<file path="config.mk">
export PLATFORM = sky130hd
export DESIGN_NAME = paired_trimmed_mean_differential
export DESIGN_NICKNAME = d
export VERILOG_FILES = /design/src/sv/ptmd_pkg.sv /design/src/sv/ptmd_ram.sv /design/src/sv/ptmd_div.sv /design/src/sv/paired_trimmed_mean_differential.sv
export SDC_FILE = /design/constraint.sdc
export NUM_CORES = 2
export LEC_CHECK = 0
export BUFFER_PORTS_ARGS = -buffer_cell sky130_fd_sc_hd__buf_4
export CAP_MARGIN = 20
export CORE_MARGIN = 2
export CORE_UTILIZATION = 40
export CTS_CLUSTER_DIAMETER = 40
export DETAILED_ROUTE_END_ITERATION = 12
export HOLD_SLACK_MARGIN = 0.06
export MAX_ROUTING_LAYER = met4
export PLACE_DENSITY = 0.59
export SYNTH_ARGS = -nofsm -noshare
export SYNTH_HDL_FRONTEND = slang
export SYNTH_SLANG_ARGS = --single-unit
export TNS_END_PERCENT = 30
</file>
<file path="constraint.sdc">
create_clock -name aclk -period 16 [get_ports aclk]
set_input_delay 3.2 -clock aclk [delete_from_list [all_inputs] [get_ports aclk]]
set_output_delay 3.2 -clock aclk [all_outputs]
set_load 0.01 [all_outputs]
</file>
<file path="src/sv/ptmd_pkg.sv">
// ----------------------------------------------------------------------------
// ptmd_pkg
// Shared types and constants for the paired trimmed-mean block.
// ----------------------------------------------------------------------------
package ptmd_pkg;

    localparam int CFG_IDX_BITS  = 2;
    localparam int CFG_DATA_BITS = 17;
    localparam int DELTA_BITS    = 15;
    localparam int GAIN_BITS     = 17;
    localparam int OFFSET_BITS   = 10;
    localparam int COUNT_BITS    = 7;

    localparam logic [CFG_IDX_BITS-1:0] REG_SAMPLE_COUNT = 2'd0;
    localparam logic [CFG_IDX_BITS-1:0] REG_CALIB_GAIN   = 2'd1;
    localparam logic [CFG_IDX_BITS-1:0] REG_CALIB_OFFSET = 2'd2;

    localparam int TRIM_DIVISOR  = 10;
    localparam int NO_TRIM_LIMIT = 4;

    typedef enum logic [3:0] {
        ST_IDLE,
        ST_SCAN_RD,
        ST_SCAN_CHK,
        ST_PLACE,
        ST_TRIM,
        ST_SUM_RD,
        ST_SUM_ACC,
        ST_DIV,
        ST_CAL_MUL,
        ST_CAL_FIN,
        ST_OUT
    } state_t;

endpackage

</file>
<file path="src/sv/ptmd_ram.sv">
// ----------------------------------------------------------------------------
// ptmd_ram
// Generic single-port synchronous RAM with registered read.
// ----------------------------------------------------------------------------
module ptmd_ram #(
    parameter int WIDTH = 24,
    parameter int DEPTH = 64
) (
    input  logic                     aclk,
    input  logic                     we,
    input  logic [$clog2(DEPTH)-1:0] addr,
    input  logic [WIDTH-1:0]         wdata,
    output logic [WIDTH-1:0]         rdata
);
    logic [WIDTH-1:0] mem [DEPTH];

    always_ff @(posedge aclk) begin
        if (we) begin
            mem[addr] <= wdata;
        end
        rdata <= mem[addr];
    end
endmodule

</file>
<file path="src/sv/ptmd_div.sv">
// ----------------------------------------------------------------------------
// ptmd_div
// Restoring divider, one quotient bit per cycle.
// ----------------------------------------------------------------------------
module ptmd_div #(
    parameter int NUM_BITS = 20,
    parameter int DEN_BITS = 9
) (
    input  logic                aclk,
    input  logic                aresetn,
    input  logic                start,
    input  logic [NUM_BITS-1:0] num,
    input  logic [DEN_BITS-1:0] den,
    output logic                done,
    output logic [NUM_BITS-1:0] quo
);
    localparam int CNT_BITS = $clog2(NUM_BITS + 1);

    logic [NUM_BITS-1:0] quo_reg, quo_next;
    logic [DEN_BITS:0]   rem_reg, rem_next;
    logic [DEN_BITS-1:0] den_reg, den_next;
    logic [CNT_BITS-1:0] cnt_reg, cnt_next;
    logic                busy_reg, busy_next;
    logic                done_reg, done_next;
    logic [DEN_BITS:0]   trial;

    always_comb begin
        quo_next  = quo_reg;
        rem_next  = rem_reg;
        den_next  = den_reg;
        cnt_next  = cnt_reg;
        busy_next = busy_reg;
        done_next = 1'b0;
        trial     = {rem_reg[DEN_BITS-1:0], quo_reg[NUM_BITS-1]};
        if (start) begin
            quo_next  = num;
            rem_next  = '0;
            den_next  = den;
            cnt_next  = CNT_BITS'(NUM_BITS);
            busy_next = 1'b1;
        end else if (busy_reg) begin
            if (trial >= {1'b0, den_reg}) begin
                rem_next = trial - {1'b0, den_reg};
                quo_next = {quo_reg[NUM_BITS-2:0], 1'b1};
            end else begin
                rem_next = trial;
                quo_next = {quo_reg[NUM_BITS-2:0], 1'b0};
            end
            cnt_next = cnt_reg - 1'b1;
            if (cnt_reg == CNT_BITS'(1)) begin
                busy_next = 1'b0;
                done_next = 1'b1;
            end
        end
    end

    always_ff @(posedge aclk) begin
        if (!aresetn) begin
            busy_reg <= 1'b0;
            done_reg <= 1'b0;
            cnt_reg  <= '0;
        end else begin
            busy_reg <= busy_next;
            done_reg <= done_next;
            cnt_reg  <= cnt_next;
        end
        quo_reg <= quo_next;
        rem_reg <= rem_next;
        den_reg <= den_next;
    end

    assign done = done_reg;
    assign quo  = quo_reg;
endmodule

</file>
<file path="src/sv/paired_trimmed_mean_differential.sv">
// ----------------------------------------------------------------------------
// paired_trimmed_mean_differential
// Sorted pair store with trimmed-mean, calibrated A-minus-B output.
// ----------------------------------------------------------------------------
// Each accepted pair is insertion-sorted by A into one RAM holding {A,B}.
// Insertion walks down from the top, one RAM read and one write per held pair
// above the insert point. On the pair that completes a measurement the kept
// entries are summed, both sums are divided one after the other by a shared
// bit-serial divider, calibrated, and the result is offered on m_. The next
// pair may be taken while a result waits on m_; a later result holds in the
// calibrate step until the waiting one is taken.
module paired_trimmed_mean_differential #(
    parameter int MAX_SAMPLES = 64,
    parameter int SAMPLE_BITS = 12
) (
    input  logic                                 aclk,
    input  logic                                 aresetn,
    input  logic                                 cfg_we,
    input  logic [ptmd_pkg::CFG_IDX_BITS-1:0]    cfg_index,
    input  logic [ptmd_pkg::CFG_DATA_BITS-1:0]   cfg_data,
    input  logic                                 s_valid,
    output logic                                 s_ready,
    input  logic [SAMPLE_BITS-1:0]               s_sample_a,
    input  logic [SAMPLE_BITS-1:0]               s_sample_b,
    output logic                                 m_valid,
    input  logic                                 m_ready,
    output logic signed [ptmd_pkg::DELTA_BITS-1:0] m_delta_mv
);
    localparam int AW    = $clog2(MAX_SAMPLES);
    localparam int NW    = $clog2(MAX_SAMPLES + 1);
    localparam int SUMW  = SAMPLE_BITS + AW;
    localparam int PW    = ptmd_pkg::GAIN_BITS + SAMPLE_BITS;
    localparam int CW    = PW - 16 + 2;
    localparam int CBITS = ptmd_pkg::COUNT_BITS;

    ptmd_pkg::state_t state_reg, state_next;

    logic [CBITS-1:0]                  count_reg;
    logic [ptmd_pkg::GAIN_BITS-1:0]    gain_reg;
    logic [ptmd_pkg::OFFSET_BITS-1:0]  offset_reg;

    logic [NW-1:0]          held_reg, held_next;
    logic [NW-1:0]          pos_reg, pos_next;
    logic [NW-1:0]          idx_reg, idx_next;
    logic [NW-1:0]          hi_reg, hi_next;
    logic [NW-1:0]          valid_reg, valid_next;
    logic [SAMPLE_BITS-1:0] a_reg, a_next, b_reg, b_next;
    logic [SUMW-1:0]        suma_reg, suma_next, sumb_reg, sumb_next;
    logic [SUMW-1:0]        mean_a_reg, mean_a_next;
    logic                   div_b_reg, div_b_next;
    logic [PW-1:0]          prod_a_reg, prod_a_next, prod_b_reg, prod_b_next;
    logic signed [ptmd_pkg::DELTA_BITS-1:0] out_reg, out_next;
    logic                   outv_reg, outv_next;
    logic                   rd_pend_reg, rd_pend_next;

    logic                   ram_we;
    logic [AW-1:0]          ram_addr;
    logic [2*SAMPLE_BITS-1:0] ram_wdata, ram_rdata;
    logic [SAMPLE_BITS-1:0] rd_a, rd_b;

    logic                   div_start;
    logic [SUMW-1:0]        div_num, div_quo;
    logic                   div_done;

    logic [NW-1:0]          limit;
    logic [NW-1:0]          trim;
    logic [NW-1:0]          n_cur;
    logic [CW-1:0]          cal_a, cal_b;
    logic signed [CW:0]     diff;

    assign rd_a = ram_rdata[2*SAMPLE_BITS-1:SAMPLE_BITS];
    assign rd_b = ram_rdata[SAMPLE_BITS-1:0];

    always_ff @(posedge aclk) begin
        if (!aresetn) begin
            count_reg  <= CBITS'(16);
            gain_reg   <= ptmd_pkg::GAIN_BITS'(53000);
            offset_reg <= ptmd_pkg::OFFSET_BITS'(142);
        end else if (cfg_we) begin
            unique case (cfg_index)
                ptmd_pkg::REG_SAMPLE_COUNT: count_reg  <= cfg_data[CBITS-1:0];
                ptmd_pkg::REG_CALIB_GAIN:   gain_reg   <= cfg_data[ptmd_pkg::GAIN_BITS-1:0];
                ptmd_pkg::REG_CALIB_OFFSET:
                    offset_reg <= cfg_data[ptmd_pkg::OFFSET_BITS-1:0];
                default: ;
            endcase
        end
    end

    always_comb begin
        if (count_reg == '0) begin
            limit = NW'(1);
        end else if (32'(count_reg) > MAX_SAMPLES) begin
            limit = NW'(MAX_SAMPLES);
        end else begin
            limit = NW'(count_reg);
        end
    end

    // trim = n/10 by reciprocal multiply, exact for n below 1029; at least 1, but 0 for n up to 4
    always_comb begin
        trim = NW'((32'(held_reg) * 205) >> 11);
        if (trim == '0) trim = NW'(1);
        if (32'(held_reg) <= ptmd_pkg::NO_TRIM_LIMIT) trim = '0;
    end

    assign n_cur = held_reg;

    ptmd_ram #(.WIDTH(2*SAMPLE_BITS), .DEPTH(MAX_SAMPLES)) u_store (
        .aclk  (aclk),
        .we    (ram_we),
        .addr  (ram_addr),
        .wdata (ram_wdata),
        .rdata (ram_rdata)
    );

    ptmd_div #(.NUM_BITS(SUMW), .DEN_BITS(NW)) u_div (
        .aclk    (aclk),
        .aresetn (aresetn),
        .start   (div_start),
        .num     (div_num),
        .den     (valid_reg),
        .done    (div_done),
        .quo     (div_quo)
    );

    assign cal_a = CW'(prod_a_reg >> 16) + CW'(offset_reg);
    assign cal_b = CW'(prod_b_reg >> 16) + CW'(offset_reg);
    assign diff  = $signed({1'b0, cal_a}) - $signed({1'b0, cal_b});

    // next state
    always_comb begin
        state_next = state_reg;
        unique case (state_reg)
            ptmd_pkg::ST_IDLE:
                if (s_valid && s_ready) state_next = (held_reg == '0) ?
                    ptmd_pkg::ST_PLACE : ptmd_pkg::ST_SCAN_RD;
            ptmd_pkg::ST_SCAN_RD:  state_next = ptmd_pkg::ST_SCAN_CHK;
            ptmd_pkg::ST_SCAN_CHK:
                if (rd_a > a_reg && pos_reg > NW'(1)) state_next = ptmd_pkg::ST_SCAN_RD;
                else state_next = ptmd_pkg::ST_PLACE;
            ptmd_pkg::ST_PLACE:
                state_next = (held_reg + 1'b1 >= limit) ? ptmd_pkg::ST_TRIM
                                                        : ptmd_pkg::ST_IDLE;
            ptmd_pkg::ST_TRIM:     state_next = ptmd_pkg::ST_SUM_RD;
            ptmd_pkg::ST_SUM_RD:
                state_next = (idx_reg < hi_reg) ? ptmd_pkg::ST_SUM_ACC
                                                : ptmd_pkg::ST_DIV;
            ptmd_pkg::ST_SUM_ACC:  state_next = ptmd_pkg::ST_SUM_RD;
            ptmd_pkg::ST_DIV:
                if (div_done && div_b_reg) state_next = ptmd_pkg::ST_CAL_MUL;
            ptmd_pkg::ST_CAL_MUL:  state_next = ptmd_pkg::ST_CAL_FIN;
            // hold until the previous result has left
            ptmd_pkg::ST_CAL_FIN:
                if (!outv_reg) state_next = ptmd_pkg::ST_OUT;
            ptmd_pkg::ST_OUT:      state_next = ptmd_pkg::ST_IDLE;
            default:               state_next = ptmd_pkg::ST_IDLE;
        endcase
    end

    // datapath / outputs
    always_comb begin
        held_next    = held_reg;
        pos_next     = pos_reg;
        idx_next     = idx_reg;
        hi_next      = hi_reg;
        valid_next   = valid_reg;
        a_next       = a_reg;
        b_next       = b_reg;
        suma_next    = suma_reg;
        sumb_next    = sumb_reg;
        mean_a_next  = mean_a_reg;
        div_b_next   = div_b_reg;
        prod_a_next  = prod_a_reg;
        prod_b_next  = prod_b_reg;
        out_next     = out_reg;
        outv_next    = outv_reg;
        rd_pend_next = 1'b0;
        ram_we       = 1'b0;
        ram_addr     = '0;
        ram_wdata    = {rd_a, rd_b};
        div_start    = 1'b0;
        div_num      = suma_reg;
        if (outv_reg && m_ready) outv_next = 1'b0;
        unique case (state_reg)
            ptmd_pkg::ST_IDLE: begin
                if (s_valid && s_ready) begin
                    a_next   = s_sample_a;
                    b_next   = s_sample_b;
                    pos_next = held_reg;
                end
            end
            ptmd_pkg::ST_SCAN_RD: begin
                ram_addr = AW'(pos_reg - 1'b1);
            end
            ptmd_pkg::ST_SCAN_CHK: begin
                if (rd_a > a_reg) begin
                    // shift entry up one place
                    ram_we    = 1'b1;
                    ram_addr  = AW'(pos_reg);
                    ram_wdata = {rd_a, rd_b};
                    pos_next  = pos_reg - 1'b1;
                end
            end
            ptmd_pkg::ST_PLACE: begin
                ram_we    = 1'b1;
                ram_addr  = AW'(pos_reg);
                ram_wdata = {a_reg, b_reg};
                held_next = held_reg + 1'b1;
            end
            ptmd_pkg::ST_TRIM: begin
                idx_next   = trim;
                hi_next    = n_cur - trim;
                valid_next = n_cur - (trim << 1);
                suma_next  = '0;
                sumb_next  = '0;
                held_next  = '0;
            end
            ptmd_pkg::ST_SUM_RD: begin
                ram_addr = AW'(idx_reg);
                if (idx_reg >= hi_reg) begin
                    div_start  = 1'b1;
                    div_num    = suma_reg;
                    div_b_next = 1'b0;
                end
            end
            ptmd_pkg::ST_SUM_ACC: begin
                suma_next = suma_reg + SUMW'(rd_a);
                sumb_next = sumb_reg + SUMW'(rd_b);
                idx_next  = idx_reg + 1'b1;
            end
            ptmd_pkg::ST_DIV: begin
                if (div_done) begin
                    if (!div_b_reg) begin
                        mean_a_next = div_quo;
                        div_start   = 1'b1;
                        div_num     = sumb_reg;
                        div_b_next  = 1'b1;
                    end else begin
                        suma_next = div_quo;
                    end
                end
            end
            ptmd_pkg::ST_CAL_MUL: begin
                prod_a_next = PW'(gain_reg * mean_a_reg[SAMPLE_BITS-1:0]) + PW'(32768);
                prod_b_next = PW'(gain_reg * suma_reg[SAMPLE_BITS-1:0]) + PW'(32768);
            end
            ptmd_pkg::ST_CAL_FIN: begin
                if (!outv_reg) begin
                    if (diff > 16383) out_next = 15'sd16383;
                    else if (diff < -16384) out_next = -15'sd16384;
                    else out_next = diff[ptmd_pkg::DELTA_BITS-1:0];
                end
            end
            ptmd_pkg::ST_OUT: begin
                outv_next = 1'b1;
            end
            default: ;
        endcase
    end

    assign s_ready    = (state_reg == ptmd_pkg::ST_IDLE);
    assign m_valid    = outv_reg;
    assign m_delta_mv = out_reg;

    always_ff @(posedge aclk) begin
        if (!aresetn) begin
            state_reg   <= ptmd_pkg::ST_IDLE;
            held_reg    <= '0;
            outv_reg    <= 1'b0;
            div_b_reg   <= 1'b0;
            rd_pend_reg <= 1'b0;
        end else begin
            state_reg   <= state_next;
            held_reg    <= held_next;
            outv_reg    <= outv_next;
            div_b_reg   <= div_b_next;
            rd_pend_reg <= rd_pend_next;
        end
        pos_reg    <= pos_next;
        idx_reg    <= idx_next;
        hi_reg     <= hi_next;
        valid_reg  <= valid_next;
        a_reg      <= a_next;
        b_reg      <= b_next;
        suma_reg   <= suma_next;
        sumb_reg   <= sumb_next;
        mean_a_reg <= mean_a_next;
        prod_a_reg <= prod_a_next;
        prod_b_reg <= prod_b_next;
        out_reg    <= out_next;
    end

    a_held_bound: assert property (@(posedge aclk) disable iff (!aresetn)
        32'(held_reg) <= MAX_SAMPLES)
        else $error("pair count beyond store depth");
    a_no_accept_busy: assert property (@(posedge aclk) disable iff (!aresetn)
        (state_reg != ptmd_pkg::ST_IDLE) |-> !s_ready)
        else $error("input taken while busy");
    a_out_hold: assert property (@(posedge aclk) disable iff (!aresetn)
        (m_valid && !m_ready) |=> (m_valid && $stable(m_delta_mv)))
        else $error("result dropped while stalled");
    a_no_read_pend: assert property (@(posedge aclk) disable iff (!aresetn)
        !rd_pend_reg)
        else $error("unexpected read pending");
endmodule
</file>
**After elaboration in Yosys (flattened, before gate mapping)**

Memories as Yosys holds them, arrays and structs flattened. A register that Yosys moved wholly into a read port is not among the register bits.
Cells that the tools add are included.

- Bits in registers: 259
- Latch bits: 0
- RAM bits: 1,536
- ROM bits: 0
- Word-level logic and storage cells: 158
- Memories kept: 1

- Add/sub/neg operators: 14
- Multipliers: 3
- Divide/modulo/power cells: 0
- Order comparisons: 10
- Equal/unequal tests: 20
- Shifts and indexed selects: 0
- Mux-type cells: 51
- Bitwise logic cells: 4
- Reduce and logical (&&, ||, !) cells: 29

Memories:

| name | depth | width | rd ports | clocked after Yosys merged registers in | write ports | line | RTL |
|---|---|---|---|---|---|---|---|
| u_store.mem | 64 | 24 | 1 | 1 | 1 | ptmd_ram.sv:15 | `logic [WIDTH-1:0] mem [DEPTH];` |

Operators with widths:

| cell | count |
|---|---|
| $mux 18 | 7 |
| $add 29x16->29 const B | 2 |
| $mul 17x12->29 | 2 |
| $pmux 18 s3 | 1 |
| $mux 7 | 6 |
| $pmux 7 s2 | 3 |
| $add 18x12->18 | 2 |
| $pmux 18 s2 | 1 |
| $pmux 4 s9 | 1 |
| $add 13x10->14 | 2 |
| $mux 24 | 1 |
| $pmux 6 s4 | 1 |
| $logic_not 7->1 | 3 |
| $sub 7x7->7 | 3 |
| $eq 4x3->1 const B | 4 |
| $mux 1 | 16 |
| $mux 4 | 4 |
| $gt 15x15->1 const B | 1 |
| $lt 15x15->1 const B | 1 |
| $mul 7x8->15 const B | 1 |
| $mux 15 | 1 |
| $reduce_and 3->1 | 5 |
| $sub 14x14->15 | 1 |
| $add 7x1->7 const B | 2 |
| 31 further kinds | 60 |

**Depth between registers and ports, before layout**

- Depth after elaboration: 6
- Gate-level depth with buffers: 24

**Modules after synthesis**

From an unflattened synthesis, not the netlist that was laid out.

- Cell total of the unflattened synthesis: 6,221
- Area, all modules: 85,729.7 um^2

Modules (own cells, without submodules):

| module | times used | cells each | area each (um^2) | seq. area each (um^2) |
|---|---|---|---|---|
| ptmd_ram | 1 | 3,411 | 59,226.8 | 46,604.7 |
| paired_trimmed_mean_differential | 1 | 2,629 | 24,414.7 | 5,175.0 |
| ptmd_div | 1 | 181 | 2,088.3 | 1,031.0 |

**Worst setup path after synthesis**

OpenSTA, ideal clock, no wires.

- Path type: flip-flop to flip-flop
- Start point: register suma_reg[1]
- End point: register prod_b_reg[28], data pin
- Library setup time: 260 ps
- Data arrival time: 5,802 ps
- Data required time: 15,740 ps
- Slack: 9,938 ps
- Cell stages (with the launch flop): 23
- Path buffers: 2
- Clock period less this slack: 6,062 ps
- Path through: edfxtp_1 -> clkbuf_1 -> clkbuf_1 -> nand2_1 -> fa_1 -> inv_1 -> fa_1 -> fa_1 -> fa_1 -> inv_1 -> fa_1 -> inv_1 -> ha_1 -> a2111oi_0 -> a21oi_1 -> a21oi_1 -> o21ai_0 -> a211oi_1 -> a21oi_1 -> a21oi_1 -> o2111ai_1 -> a21oi_1 -> xnor2_1

- Cells in the longest elaborated chain, start to end: 2

RTL lines:

| element | line | RTL |
|---|---|---|
| from (decl) | paired_trimmed_mean_differential.sv:48 | `logic [SUMW-1:0] suma_reg, suma_next, sumb_reg, sumb_next;` |
| from (signal assigned) | paired_trimmed_mean_differential.sv:286 | `suma_reg <= suma_next;` |
| $mul 17x12->29 | paired_trimmed_mean_differential.sv:246 | `prod_b_next = PW'(gain_reg * suma_reg[SAMPLE_BITS-1:0]) + PW'(32768);` |
| $add 29x16->29 | paired_trimmed_mean_differential.sv:246 |  |
| to (signal assigned) | paired_trimmed_mean_differential.sv:290 | `prod_b_reg <= prod_b_next;` |
| to (decl) | paired_trimmed_mean_differential.sv:51 | `logic [PW-1:0] prod_a_reg, prod_a_next, prod_b_reg, prod_b_next;` |

No other way between the ends.
A chain may end at the register's enable or synchronous reset.

**Worst setup path after layout**

- Start point: register gain_reg[4] (netlist bit)
- End point: register prod_a_reg[28], data pin

- Cells in the longest elaborated chain, start to end: 2

RTL lines:

| element | line | RTL |
|---|---|---|
| from (decl) | paired_trimmed_mean_differential.sv:39 | `logic [ptmd_pkg::GAIN_BITS-1:0] gain_reg;` |
| from (signal assigned) | paired_trimmed_mean_differential.sv:77 | `gain_reg <= ptmd_pkg::GAIN_BITS'(53000);` |
| from (signal assigned) | paired_trimmed_mean_differential.sv:82 | `ptmd_pkg::REG_CALIB_GAIN: gain_reg <= cfg_data[ptmd_pkg::GAIN_BITS-1:0];` |
| $mul 17x12->29 | paired_trimmed_mean_differential.sv:245 | `prod_a_next = PW'(gain_reg * mean_a_reg[SAMPLE_BITS-1:0]) + PW'(32768);` |
| $add 29x16->29 | paired_trimmed_mean_differential.sv:245 |  |
| to (signal assigned) | paired_trimmed_mean_differential.sv:289 | `prod_a_reg <= prod_a_next;` |
| to (decl) | paired_trimmed_mean_differential.sv:51 |  |

No other way between the ends.

==> out/metrics.cfg <==
[global_routing]
grt_max_degree=97
grt_pass1_vias=52880
grt_pass1_wl_mm=366.6
grt_use_total_pct=23.91
grt_antenna_before_repair=11
overflow=0

[setup_path]
r2r.worst_path.cells=20
worstPathCellList=nand2_1, fa_1, fa_1, fa_1, inv_1, fa_1, inv_1, fa_1, inv_1, ha_1, a2111o_1, a31oi_1, o311ai_0, buf_4, o211ai_1, a21oi_1, a2111oi_0, o21bai_1, a21oi_1, xnor2_1
critPathRequiredTime_ps=16610
crit_slowest_cell=dfxtp_1
r2r_start=gain_reg[4]
critPathMaxFanout=25
critical_path_class=reg2reg
cp-start-kind=register
arrival_ps=7430
cp-end-kind=register
r2r_slack_ps=9180
slowest_delay_ps=970
worst_path_most_repeated_cell=fa_1
rr_endpoint=prod_a_reg[28]

[placed_design]
post-dp-hpwl_mm=153.5
port_buffers=64
gp_congestion=0.9043
dp_cells=8818

[synth]
ys.flop_type=edfxtp_1
synth-seq-cells=1787
postSynthAreaPerCell_um2=13.88
synth_largest_area_cell=edfxtp_1
synth_warnings=0
synth.area.top_cells=edfxtp_1 (61%), fa_1 (7.6%), ha_1 (4.5%), mux2i_1 (3.7%), nand2_1 (3.0%)
yosysUniqueCellTypes=85
synth_top_area_share_pct=60.58
synthCells=6077
synth.cell_area_mm2=0.08436
async_flop_share_pct=0
ys_seq_area_share_pct=62.60
syn_nets=6753
synth_edf_count=1702

[route]
post_drt_wl_per_cell_um=27.18
remaining_drc_errors=0
dr.pass1.iters=8
vias_per_cell=5.674
vias=52790
final_antenna_net_count=0
wl_mm=252.9
drtIter0Drc=6281

[timing]
relSlewSlack_pct=20.94
fin_skew_ps=105.9
post-route-period-util_pct=42.63
tns_ps=0
fmax_ghz=0.1466
tightestPinTransition_ps=1175
hold_violations=0
slew_violations=0
min_period_ps=6820
rsz0062_at_grt=false
setup_viol=0

[floorplan]
core_mm2=0.2096
die-area_mm2=0.2146
pin_count=65
initial_core_util_pct=40.26
dieWidth_um=463.3
core.rowCount=168
die_h_um=463.3

[worst_hold_path]
holdCritStartpoint=valid_reg[1]
hold_path.class=reg2reg
holdPathEnd=u_div.den_reg[1]
holdPathStages=0

[pwr]
p_leak_nw=37.35
power_mw=15.17
powerDensity_mw_per_mm2=154.6
vdd_drop_max_v=0.0001296

[layout]
largest_reg_flops=1536
layout-drive-gt1-share_pct=13.56
largestRegisters=u_store.mem x1536, u_store.rdata x24
mostFrequentLayoutCells=edfxtp_1 (1702), nand2_1 (667), inv_1 (498)
seqCellArea_mm2=0.05281
fillers=18160
final_cells=9304
area_growth_syn_to_layout_pct=16.29
final_common_cell=edfxtp_1
fin_nets=6966
regMostFlops=u_store.mem
multi_input_area_mm2=0.02886

[clocking]
cts-htree-levels=5
cts_setup_buffers=0
clock_sinks=1787
cts_tree=built
post_cts_resized=0
hold_buffers=0
clockBufferDepth=4
clk_pin_slew_ps=50
clk_latency_ps=930
root_buffer=clkbuf_16
numCtsBuffers=275

[outcome]
status=completed

[job]
maxCapViolCount=0

## through the flow
stage / hold WS (ps) / instance area, µm² / util, % / worst slack [ps]
2_1_floorplan: 400.3 / 84360 / - / 9938
3_3_place_gp: 404.5 / 89050 / 42.49 / 9124
3_5_place_dp: 410.8 / 89080 / 42.51 / 9013
4_1_cts: 421.6 / 98090 / 46.80 / 9049
5_1_grt: 435.5 / 98100 / 46.81 / 8711
6_report: 420.5 / 98110 / 46.81 / 9180
## critical path: cells and delay by family, from the launching register on
kind / cells / cell delay (ps)
AOI/OAI and AO/OA: 8 / 2370
xor gates and xnor gates: 1 / 90
adders and majority gates: 6 / 2660
and+or+nand+nor: 1 / 160
buffers and inverters: 4 / 340
DFF: 1 / 970
## final cells by class
cell class,instances,area share (%)
well taps,2805,3.577
repair buffers,256,2.074
diodes,7,0.01786
flip-flops and latches,1787,53.83
clock inverters,167,1.863
multi-input cells,3471,29.41
clock buffers,312,7.314
inverters,499,1.909
## power by group
group / internal (mW) / switching [mW] / leakage [nW]
logic: 0.859 / 2.49 / 16.8
registers: 5.84 / 0.0933 / 16.2
clock network: 3.69 / 2.20 / 4.36
total: 10.4 / 4.78 / 37.3
## routing by layer
layer | global-route usage [%] | share of wire [%] | routed length, µm
met4 | 10.53 | 4.7 | 12010
met3 | 4.101 | 8.4 | 21330
met2 | 37.63 | 47 | 119200
met1 | 30.42 | 40 | 100400
met5 | - | 0 | 0
## worst max path at each step
stage	slack (ps)	cells after the start	end	start
floorplan	9940	22	prod_b_reg[28]	suma_reg[1]
global placement	9120	20	prod_b_reg[28]	suma_reg[3]
finish	9180	20	prod_a_reg[28]	gain_reg[4]
global route	8710	20	prod_b_reg[28]	suma_reg[3]
detailed placement	9010	20	prod_b_reg[28]	gain_reg[4]
CTS	9050	20	prod_b_reg[28]	gain_reg[4]
## synth_stat cells (34+ instances only)
library cell,n
a221oi_1,41
buf_1,41
dfxtp_1,85
o22a_1,41
a22oi_1,167
nor2_1,167
mux2_2,42
edfxtp_1,1702
xor2_1,44
buf_2,85
nand2_1,681
a22o_1,44
nand3_1,79
o21ai_0,172
fa_1,322
ha_1,306
nor3_1,35
and2_1,133
a222oi_1,40
mux2i_1,311
a21o_1,34
inv_1,498
o22ai_1,105
a21oi_1,190
xnor2_1,63
clkbuf_1,182
a221o_1,35
a31oi_1,58
## kinds of logic (layout without fill, tap and decap cells)
group | Yosys count | count (layout) | synth area share [%]
AO/OA/AOI/OAI | 1119 | 1119 | 9.235
buffers and inverters | 819 | 1234 | 3.832
multiplexers | 353 | 353 | 4.251
other | 0 | 7 | 0
AND/OR/NAND/NOR | 1264 | 1264 | 6.794
XOR/XNOR | 107 | 107 | 1.111
flip-flops | 1787 | 1787 | 62.60
adder cells (fa/ha/maj) | 628 | 628 | 12.18
(Power assumes the default switching activity.)
